$ cat config.mk
export PLATFORM = sky130hd
export DESIGN_NAME = rigid_transform_compose_q12_flat
export DESIGN_NICKNAME = d
export VERILOG_FILES = /design/src/sv/rtc_pkg.sv /design/src/sv/rtc_if.sv /design/src/sv/rtc_front.sv /design/src/sv/rtc_queue.sv /design/src/sv/rtc_back.sv /design/src/sv/rigid_transform_compose_q12.sv /design/src/flat_wrapper.sv
export SDC_FILE = /design/constraint.sdc
export NUM_CORES = 2
export LEC_CHECK = 0
export ABC_CLOCK_PERIOD_IN_PS = 39000
export BUFFER_PORTS_ARGS = -buffer_cell sky130_fd_sc_hd__buf_4
export CAP_MARGIN = 20
export CORE_MARGIN = 5
export CORE_UTILIZATION = 50
export DETAILED_ROUTE_END_ITERATION = 10
export GPL_TIMING_DRIVEN = 1
export PLACE_DENSITY = 0.66
export REMOVE_ABC_BUFFERS = 1
export SETUP_SLACK_MARGIN = 0.2
export SYNTH_ARGS = -nofsm -noshare
export SYNTH_HDL_FRONTEND = slang
export SYNTH_SLANG_ARGS = --single-unit
$ cat constraint.sdc
create_clock -name clock -period 39 [get_ports clock]
set_input_delay 1.95 -clock clock [delete_from_list [all_inputs] [get_ports clock]]
set_output_delay 1.95 -clock clock [all_outputs]
set_load 0.005 [all_outputs]
$ cat src/sv/rtc_pkg.sv
`timescale 1ns / 1ps

package rtc_pkg;

   // fraction bits of the rotation entries
   localparam int FRAC_BITS = 12;

   // default depth of the job queue between front and back
   localparam int QUEUE_DEPTH = 2;

   // row and column codes
   localparam logic [1:0] ROW_TRANS = 2'd3;
   localparam logic [1:0] ROW_LAST_ROT = 2'd2;
   localparam logic [1:0] COL_LAST = 2'd2;

   // operand codes
   localparam logic OPERAND_PARENT = 1'b0;
   localparam logic OPERAND_CHILD = 1'b1;

   // command codes
   localparam logic CMD_COMPOSE = 1'b0;
   localparam logic CMD_INVERSE = 1'b1;

   typedef logic signed [15:0] elem_type;
   typedef logic [2:0][15:0] row_type;
   typedef row_type [3:0] mat_type;

   // one operation handed from front to back
   typedef struct packed {
      logic cmd;
      mat_type parent;
      mat_type child;
   } job_type;

   typedef enum logic [1:0] {
      ST_IDLE,
      ST_MUL,
      ST_ACC,
      ST_EMIT
   } back_state_type;

   typedef enum logic [1:0] {
      PH_INV,
      PH_ROT,
      PH_TRANS
   } phase_type;

endpackage

$ cat src/sv/rtc_if.sv
`timescale 1ns / 1ps

interface rtc_req_if;
   logic valid;
   logic ready;
   logic cmd;
   logic operand;
   logic [1:0] row;
   logic signed [15:0] x_value;
   logic signed [15:0] y_value;
   logic signed [15:0] z_value;
   logic last;

   modport source(output valid, cmd, operand, row, x_value, y_value, z_value, last,
      input ready);
   modport sink(input valid, cmd, operand, row, x_value, y_value, z_value, last,
      output ready);
endinterface

interface rtc_rsp_if;
   logic valid;
   logic ready;
   logic [1:0] out_row;
   logic signed [15:0] out_x;
   logic signed [15:0] out_y;
   logic signed [15:0] out_z;
   logic out_last;

   modport source(output valid, out_row, out_x, out_y, out_z, out_last, input ready);
   modport sink(input valid, out_row, out_x, out_y, out_z, out_last, output ready);
endinterface

$ cat src/sv/rtc_front.sv
`timescale 1ns / 1ps

module rtc_front (
   input logic clock,
   input logic reset,
   rtc_req_if.sink req_if,
   input logic job_full,
   output logic job_push,
   output rtc_pkg::job_type job_data
);

   rtc_pkg::mat_type parent_ff, parent_in;
   rtc_pkg::mat_type child_ff, child_in;
   logic accept;

   assign req_if.ready = !job_full;
   assign accept = req_if.valid && req_if.ready;

   // row store update, this transfer's row included in the snapshot
   always_comb begin
      parent_in = parent_ff;
      child_in = child_ff;
      if (accept) begin
         if (req_if.operand == rtc_pkg::OPERAND_CHILD) begin
            child_in[req_if.row][0] = req_if.x_value;
            child_in[req_if.row][1] = req_if.y_value;
            child_in[req_if.row][2] = req_if.z_value;
         end else begin
            parent_in[req_if.row][0] = req_if.x_value;
            parent_in[req_if.row][1] = req_if.y_value;
            parent_in[req_if.row][2] = req_if.z_value;
         end
      end
   end

   // last row hands a full snapshot to the back end
   assign job_push = accept && req_if.last;
   assign job_data = '{cmd: req_if.cmd, parent: parent_in, child: child_in};

   always_ff @(posedge clock) begin
      if (reset) begin
         parent_ff <= '0;
         child_ff <= '0;
      end else begin
         parent_ff <= parent_in;
         child_ff <= child_in;
      end
   end

endmodule

$ cat src/sv/rtc_queue.sv
`timescale 1ns / 1ps

module rtc_queue #(
   parameter int DEPTH = rtc_pkg::QUEUE_DEPTH
) (
   input logic clock,
   input logic reset,
   input logic push,
   input rtc_pkg::job_type push_data,
   input logic pop,
   output logic full,
   output logic empty,
   output rtc_pkg::job_type head_data
);

   localparam int PtrW = (DEPTH > 1) ? $clog2(DEPTH) : 1;
   localparam int CntW = $clog2(DEPTH + 1);
   localparam logic [PtrW-1:0] PtrLast = PtrW'(DEPTH - 1);

   rtc_pkg::job_type mem [DEPTH];
   logic [PtrW-1:0] wr_ptr_ff, wr_ptr_in;
   logic [PtrW-1:0] rd_ptr_ff, rd_ptr_in;
   logic [CntW-1:0] count_ff, count_in;

   assign full = (count_ff == CntW'(DEPTH));
   assign empty = (count_ff == '0);
   assign head_data = mem[rd_ptr_ff];

   // pointer and fill count update
   always_comb begin
      wr_ptr_in = wr_ptr_ff;
      rd_ptr_in = rd_ptr_ff;
      count_in = count_ff;
      if (push) begin
         wr_ptr_in = (wr_ptr_ff == PtrLast) ? '0 : wr_ptr_ff + 1'b1;
      end
      if (pop) begin
         rd_ptr_in = (rd_ptr_ff == PtrLast) ? '0 : rd_ptr_ff + 1'b1;
      end
      if (push && !pop) begin
         count_in = count_ff + 1'b1;
      end else if (pop && !push) begin
         count_in = count_ff - 1'b1;
      end
   end

   always_ff @(posedge clock) begin
      if (reset) begin
         wr_ptr_ff <= '0;
         rd_ptr_ff <= '0;
         count_ff <= '0;
      end else begin
         wr_ptr_ff <= wr_ptr_in;
         rd_ptr_ff <= rd_ptr_in;
         count_ff <= count_in;
      end
   end

   // job storage
   always_ff @(posedge clock) begin
      if (push) begin
         mem[wr_ptr_ff] <= push_data;
      end
   end

   a_no_push_when_full: assert property (@(posedge clock) disable iff (reset)
      push |-> !full)
      else $error("job pushed into a full queue");
   a_no_pop_when_empty: assert property (@(posedge clock) disable iff (reset)
      pop |-> !empty)
      else $error("job popped from an empty queue");

endmodule

$ cat src/sv/rtc_back.sv
`timescale 1ns / 1ps

module rtc_back (
   input logic clock,
   input logic reset,
   input logic job_empty,
   input rtc_pkg::job_type job,
   output logic job_pop,
   rtc_rsp_if.source rsp_if
);

   localparam int FB = rtc_pkg::FRAC_BITS;

   rtc_pkg::back_state_type state_ff, state_in;
   rtc_pkg::phase_type phase_ff, phase_in;
   logic [1:0] r_ff, r_in;
   logic [1:0] col_ff, col_in;
   logic signed [31:0] prod_ff [3];
   logic signed [31:0] prod_in [3];
   rtc_pkg::row_type res_ff, res_in;
   rtc_pkg::row_type invt_ff, invt_in;

   logic rsp_valid_ff, rsp_valid_in;
   logic [1:0] rsp_row_ff, rsp_row_in;
   rtc_pkg::row_type rsp_data_ff, rsp_data_in;
   logic rsp_last_ff, rsp_last_in;

   rtc_pkg::elem_type mul_a [3];
   rtc_pkg::elem_type mul_b [3];
   logic [31:0] sum_full;
   logic [31:0] sum_neg;
   logic [15:0] sum_rot;
   logic out_free;

   assign out_free = !rsp_valid_ff || rsp_if.ready;

   // multiplier operand select, one dot product of three terms per step
   always_comb begin
      for (int k = 0; k < 3; k++) begin
         case (phase_ff)
            rtc_pkg::PH_INV: begin
               mul_a[k] = job.child[k][col_ff];
               mul_b[k] = job.child[rtc_pkg::ROW_TRANS][k];
            end
            rtc_pkg::PH_ROT: begin
               mul_a[k] = job.parent[r_ff][k];
               mul_b[k] = (job.cmd == rtc_pkg::CMD_INVERSE) ? job.child[col_ff][k]
                  : job.child[k][col_ff];
            end
            rtc_pkg::PH_TRANS: begin
               mul_a[k] = job.parent[col_ff][k];
               mul_b[k] = (job.cmd == rtc_pkg::CMD_INVERSE) ? invt_ff[k]
                  : job.child[rtc_pkg::ROW_TRANS][k];
            end
            default: begin
               mul_a[k] = '0;
               mul_b[k] = '0;
            end
         endcase
         prod_in[k] = mul_a[k] * mul_b[k];
      end
   end

   // sums of the registered products
   always_comb begin
      sum_full = 32'(prod_ff[0]) + 32'(prod_ff[1]) + 32'(prod_ff[2]);
      sum_neg = 32'd0 - sum_full;
      sum_rot = prod_ff[0][FB +: 16] + prod_ff[1][FB +: 16] + prod_ff[2][FB +: 16];
   end

   // sequencer: inverse translation (inverse command only), rotation rows, translation row
   always_comb begin
      state_in = state_ff;
      phase_in = phase_ff;
      r_in = r_ff;
      col_in = col_ff;
      res_in = res_ff;
      invt_in = invt_ff;
      job_pop = 1'b0;
      rsp_valid_in = rsp_valid_ff && !rsp_if.ready;
      rsp_row_in = rsp_row_ff;
      rsp_data_in = rsp_data_ff;
      rsp_last_in = rsp_last_ff;
      case (state_ff)
         rtc_pkg::ST_IDLE: begin
            if (!job_empty) begin
               phase_in = (job.cmd == rtc_pkg::CMD_INVERSE) ? rtc_pkg::PH_INV
                  : rtc_pkg::PH_ROT;
               r_in = '0;
               col_in = '0;
               state_in = rtc_pkg::ST_MUL;
            end
         end
         rtc_pkg::ST_MUL: begin
            state_in = rtc_pkg::ST_ACC;
         end
         rtc_pkg::ST_ACC: begin
            case (phase_ff)
               rtc_pkg::PH_INV: invt_in[col_ff] = sum_neg[FB +: 16];
               rtc_pkg::PH_ROT: res_in[col_ff] = sum_rot;
               rtc_pkg::PH_TRANS: res_in[col_ff] = sum_full[FB +: 16]
                  + job.parent[rtc_pkg::ROW_TRANS][col_ff];
               default: res_in = res_ff;
            endcase
            if (col_ff == rtc_pkg::COL_LAST) begin
               col_in = '0;
               if (phase_ff == rtc_pkg::PH_INV) begin
                  phase_in = rtc_pkg::PH_ROT;
                  state_in = rtc_pkg::ST_MUL;
               end else begin
                  state_in = rtc_pkg::ST_EMIT;
               end
            end else begin
               col_in = col_ff + 1'b1;
               state_in = rtc_pkg::ST_MUL;
            end
         end
         rtc_pkg::ST_EMIT: begin
            if (out_free) begin
               rsp_valid_in = 1'b1;
               rsp_data_in = res_ff;
               if (phase_ff == rtc_pkg::PH_TRANS) begin
                  rsp_row_in = rtc_pkg::ROW_TRANS;
                  rsp_last_in = 1'b1;
                  job_pop = 1'b1;
                  state_in = rtc_pkg::ST_IDLE;
               end else begin
                  rsp_row_in = r_ff;
                  rsp_last_in = 1'b0;
                  state_in = rtc_pkg::ST_MUL;
                  if (r_ff == rtc_pkg::ROW_LAST_ROT) begin
                     phase_in = rtc_pkg::PH_TRANS;
                  end else begin
                     r_in = r_ff + 1'b1;
                  end
               end
            end
         end
         default: begin
            state_in = rtc_pkg::ST_IDLE;
         end
      endcase
   end

   always_ff @(posedge clock) begin
      if (reset) begin
         state_ff <= rtc_pkg::ST_IDLE;
         phase_ff <= rtc_pkg::PH_ROT;
         r_ff <= '0;
         col_ff <= '0;
         rsp_valid_ff <= 1'b0;
      end else begin
         state_ff <= state_in;
         phase_ff <= phase_in;
         r_ff <= r_in;
         col_ff <= col_in;
         rsp_valid_ff <= rsp_valid_in;
      end
   end

   // datapath registers
   always_ff @(posedge clock) begin
      for (int k = 0; k < 3; k++) begin
         prod_ff[k] <= prod_in[k];
      end
      res_ff <= res_in;
      invt_ff <= invt_in;
      rsp_row_ff <= rsp_row_in;
      rsp_data_ff <= rsp_data_in;
      rsp_last_ff <= rsp_last_in;
   end

   assign rsp_if.valid = rsp_valid_ff;
   assign rsp_if.out_row = rsp_row_ff;
   assign rsp_if.out_x = rtc_pkg::elem_type'(rsp_data_ff[0]);
   assign rsp_if.out_y = rtc_pkg::elem_type'(rsp_data_ff[1]);
   assign rsp_if.out_z = rtc_pkg::elem_type'(rsp_data_ff[2]);
   assign rsp_if.out_last = rsp_last_ff;

   a_busy_has_job: assert property (@(posedge clock) disable iff (reset)
      state_ff != rtc_pkg::ST_IDLE |-> !job_empty)
      else $error("back end busy without a queued job");
   a_last_is_trans: assert property (@(posedge clock) disable iff (reset)
      rsp_valid_ff && rsp_last_ff |-> rsp_row_ff == rtc_pkg::ROW_TRANS)
      else $error("last result row is not the translation row");
   a_pop_with_last: assert property (@(posedge clock) disable iff (reset)
      job_pop |=> rsp_valid_ff && rsp_last_ff)
      else $error("job retired without its translation row");

endmodule

$ cat src/sv/rigid_transform_compose_q12.sv
`timescale 1ns / 1ps

// channel  dir  modport           payload
// req_if   in   rtc_req_if.sink   cmd, operand, row, x_value, y_value, z_value, last
// rsp_if   out  rtc_rsp_if.source out_row, out_x, out_y, out_z, out_last
//
// the front end takes one row per cycle while the job queue has room; a last row
// also queues a snapshot of both matrices
// the back end runs three 16x16 multipliers; each dot product first registers its
// three products, then sums them, and a job may also wait on rsp_if.ready
// a full output register holds the sequencer; rows keep loading meanwhile
// synchronous reset clears all rows to zero and empties the queue

module rigid_transform_compose_q12 #(
   parameter int QUEUE_DEPTH = rtc_pkg::QUEUE_DEPTH
) (
   input logic clock,
   input logic reset,
   rtc_req_if.sink req_if,
   rtc_rsp_if.source rsp_if
);

   logic job_push;
   logic job_pop;
   logic job_full;
   logic job_empty;
   rtc_pkg::job_type push_job;
   rtc_pkg::job_type head_job;

   rtc_front u_front (
      .clock(clock),
      .reset(reset),
      .req_if(req_if),
      .job_full(job_full),
      .job_push(job_push),
      .job_data(push_job)
   );

   rtc_queue #(
      .DEPTH(QUEUE_DEPTH)
   ) u_queue (
      .clock(clock),
      .reset(reset),
      .push(job_push),
      .push_data(push_job),
      .pop(job_pop),
      .full(job_full),
      .empty(job_empty),
      .head_data(head_job)
   );

   rtc_back u_back (
      .clock(clock),
      .reset(reset),
      .job_empty(job_empty),
      .job(head_job),
      .job_pop(job_pop),
      .rsp_if(rsp_if)
   );

endmodule
$ cat src/flat_wrapper.sv
// flat-port wrapper written by rule: the top's interface ports become plain ports
module rigid_transform_compose_q12_flat 
#(
   parameter int QUEUE_DEPTH = rtc_pkg::QUEUE_DEPTH
)
  (clock, reset, req_if_valid, req_if_cmd, req_if_operand, req_if_row, req_if_x_value, req_if_y_value, req_if_z_value, req_if_last, req_if_ready, rsp_if_valid, rsp_if_out_row, rsp_if_out_x, rsp_if_out_y, rsp_if_out_z, rsp_if_out_last, rsp_if_ready);
  rtc_req_if req_if_i ();
  rtc_rsp_if rsp_if_i ();
  input logic clock;
  input logic reset;
  input wire logic [$bits(req_if_i.valid)-1:0] req_if_valid;
  input wire logic [$bits(req_if_i.cmd)-1:0] req_if_cmd;
  input wire logic [$bits(req_if_i.operand)-1:0] req_if_operand;
  input wire logic [$bits(req_if_i.row)-1:0] req_if_row;
  input wire logic [$bits(req_if_i.x_value)-1:0] req_if_x_value;
  input wire logic [$bits(req_if_i.y_value)-1:0] req_if_y_value;
  input wire logic [$bits(req_if_i.z_value)-1:0] req_if_z_value;
  input wire logic [$bits(req_if_i.last)-1:0] req_if_last;
  output wire logic [$bits(req_if_i.ready)-1:0] req_if_ready;
  output wire logic [$bits(rsp_if_i.valid)-1:0] rsp_if_valid;
  output wire logic [$bits(rsp_if_i.out_row)-1:0] rsp_if_out_row;
  output wire logic [$bits(rsp_if_i.out_x)-1:0] rsp_if_out_x;
  output wire logic [$bits(rsp_if_i.out_y)-1:0] rsp_if_out_y;
  output wire logic [$bits(rsp_if_i.out_z)-1:0] rsp_if_out_z;
  output wire logic [$bits(rsp_if_i.out_last)-1:0] rsp_if_out_last;
  input wire logic [$bits(rsp_if_i.ready)-1:0] rsp_if_ready;
  assign req_if_i.valid = req_if_valid;
  assign req_if_i.cmd = req_if_cmd;
  assign req_if_i.operand = req_if_operand;
  assign req_if_i.row = req_if_row;
  assign req_if_i.x_value = req_if_x_value;
  assign req_if_i.y_value = req_if_y_value;
  assign req_if_i.z_value = req_if_z_value;
  assign req_if_i.last = req_if_last;
  assign req_if_ready = req_if_i.ready;
  assign rsp_if_valid = rsp_if_i.valid;
  assign rsp_if_out_row = rsp_if_i.out_row;
  assign rsp_if_out_x = rsp_if_i.out_x;
  assign rsp_if_out_y = rsp_if_i.out_y;
  assign rsp_if_out_z = rsp_if_i.out_z;
  assign rsp_if_out_last = rsp_if_i.out_last;
  assign rsp_if_i.ready = rsp_if_ready;
  rigid_transform_compose_q12 #(.QUEUE_DEPTH(QUEUE_DEPTH)) u_core (.clock(clock), .reset(reset), .req_if(req_if_i), .rsp_if(rsp_if_i));
endmodule
==> run metrics <==
fin cells 9782; pre-CTS setup slack between 20 and 30 ns; post-cts gate resize count 0; Post-Synth Adder-Cell Area 0.205; clock sinks roughly 1400; max_slew headroom 0.118; Worst-Skew Late Latency about 0.82 ns; gr usage total 0.283; row count 153; largest net degree at the start of global routing between 150 and 200; per-cell routed wire length 26.3 um; Final Hold Vio Count 0; DRC Markers 0; first-pass GRT wire length 381 mm; worst-path maximum fanout 107; Setup TNS 0 ns; compound-gate portion of the synthesized area 0.0531; Worst Tran Pin Value 1.32 ns; DRT iter0 DRCs 5724; run status finished clean; register area 37200 sq um; clk root buf clkbuf_16; vias in the first global route 58500; largest cells by area after synthesis edfxtp_1 (32%), fa_1 (17%), dfxtp_1 (11%), mux2_2 (7.7%), ha_1 (4.0%); Yosys top cell area share 0.317; Worst R2R Path Depth 29; final WL roughly 260 mm; Worst Hold Path EP u_core.u_back.rsp_if.out_z[9]; CTS tree yes; Worst Setup Start Kind register; WHS Path Cells 0; library cells used by synthesis 96; drt pass-1 iters 6; Worst-path clk slew 0.06 ns; Area after DPL roughly 90000 sq um; residual overflow from global routing 0; post-synth top area cell edfxtp_1; P&R area growth vs syn 10.3%; Max Slew Vio Count 0; Worst Hold Launch u_core.u_back.res_ff[41]; mapped cell area a little under 90000 sq um; I/O pin total 110; DPL Wire Length 179 mm; CTS Buf Count 149; Final Cycle Share 0.277; crit path DAT 11.53 ns; Tmin final between 10 and 15 ns; Crit Path Category reg2reg; flop2flop setup slack roughly 28 ns; clock buffer depth 3; average via count per standard cell between 5 and 6; Slowest-stage cell, CP dfxtp_4; cells after synthesis 7259; share of layout cells above drive strength 1 0.180; Syn. warnings 0; multi-input logic area 45000 sq um; Die ar. about 180000 sq um; Worst Setup Slack, final between 20 and 30 ns; largest family of logic cells by synthesized area adder cells; H-tree levels 4; EDFF count, synth 917; Initial Util 0.501; fillers 14500; Final setup viols 0; Crit. End Element register; cts hold-fix bufs 0; Worst Hold Class reg2reg; core area ~170000 sq um; most common cell in the netlist edfxtp_1; sequential-to-total area share from yosys stat 0.428; Die Height between 400 and 500 um; Post-Place Cells ~9500; Crit path largest cell delay 0.71 ns; Final Wtd Congestion 0.984; FF-to-FF End u_core.u_back.prod_ff[0][59]; initial antenna violation count 14; mux cell area share after synthesis 0.132; post-route cell area 95800 sq um; Mapped Avg Cell Area 12.0 sq um; Post-synth ARST share 0; Synth Flop Type edfxtp_1; #FFs+latches synth 1399; via count about 57000; skew final approximately 0.075 ns; Chip Width 427 um; final antenna-violating net count 0; Data required, critical path 39.72 ns; post-CTS setup buffer count 0; most used cell, CP fa_1; RSZ-0062 raised after global routing no; # Max-Cap Violations 0; most common library cells after synthesis edfxtp_1 (917), inv_1 (861), fa_1 (717); # nets final 8370; Simple-Gate Fraction of Synth Area 0.107; IO Port Bufs 109; FMAX around 0.092 GHz; Synth Area in XOR/XNOR 0.0184
-- worst max path at each step --
stage,from,end
2_1_floorplan,register,u_core.u_back.prod_ff[0][59]
3_3_place_gp,register,u_core.u_back.prod_ff[0][59]
3_5_place_dp,register,u_core.u_back.prod_ff[0][59]
4_1_cts,register,u_core.u_back.prod_ff[0][59]
5_1_grt,register,u_core.u_back.prod_ff[0][59]
6_report,register,u_core.u_back.prod_ff[0][59]
-- worst max-delay path: cells and delay by family (launching register included) --
kind | cells | cell delay (ns)
fa+ha+maj | 7 | 3.29
mux | 2 | 0.89
xor+xnor | 1 | 0.17
buf+inv | 7 | 2.02
compound gates | 7 | 2.57
simple gates | 5 | 0.94
flops | 1 | 0.71
-- cells in the final DEF (no fill, tap or decap), types with 137 or more instances in the layout --
master | synthesis | final
a21oi_1 | 155 | 151
edfxtp_1 | 917 | 917
dfxtp_1 | 482 | 477
fa_1 | 717 | 717
mux2i_1 | 181 | 180
mux2_2 | 590 | 589
nor2b_1 | 479 | 476
inv_1 | 861 | 860
nor2_1 | 547 | 541
nand2_1 | 399 | 393
ha_1 | 278 | 274
xnor2_1 | 137 | 137
clkbuf_16 | 0 | 150
buf_4 | 10 | 256
-- registers in the layout, summed over array words and instances, names as in the netlist, 2 cells and up, named ones only --
| signal | flops |
|---|---|
| u_core.u_back.col_ff | 2 |
| u_core.u_back.invt_ff | 48 |
| u_core.u_back.phase_ff | 2 |
| u_core.u_back.prod_ff | 84 |
| u_core.u_back.r_ff | 2 |
| u_core.u_back.res_ff | 48 |
| u_core.u_back.rsp_if.out_row | 2 |
| u_core.u_back.rsp_if.out_x | 16 |
| u_core.u_back.rsp_if.out_y | 16 |
| u_core.u_back.rsp_if.out_z | 16 |
| u_core.u_back.state_ff | 2 |
| u_core.u_front.child_ff | 192 |
| u_core.u_front.parent_ff | 192 |
| u_core.u_queue.count_ff | 2 |
| u_core.u_queue.mem | 770 |
-- layout make-up --
class | count | share of cell area
clock inverters | 82 | 0.0122
inverters | 867 | 0.0340
well taps | 2325 | 0.0304
multi-input cells | 4638 | 0.470
repair buffers | 263 | 0.0214
clock buffers | 198 | 0.0432
flip-flops and latches | 1399 | 0.388
diodes | 10 | 0.000261
-- through the flow --
step / hold WS [ns] / util
2_1_floorplan: 0.400 / -
3_3_place_gp: 0.401 / 0.522
3_5_place_dp: 0.405 / 0.522
4_1_cts: 0.415 / 0.553
5_1_grt: 0.418 / 0.553
6_report: 0.415 / 0.553
-- routing by layer --
layer,part of all wire,wire (um),GRT usage
met1,0.40,102000,0.373
met2,0.47,120000,0.457
met3,0.084,21500,0.0548
met5,0.00011,27,0
met4,0.050,12800,0.125
-- cell families (layout without fill, tap and decap cells) --
family,count (synthesis),after routing
and+or+nand+nor,1879,1879
DFF,1399,1399
buffers and inverters,1222,1410
adders and majority gates,995,995
muxes,908,908
AOI/OAI and AO/OA,677,677
xor gates and xnor gates,179,179
other,0,10
Power is not shown: default switching activity piles up to over one toggle a cycle in this logic, so the estimate is an artifact.
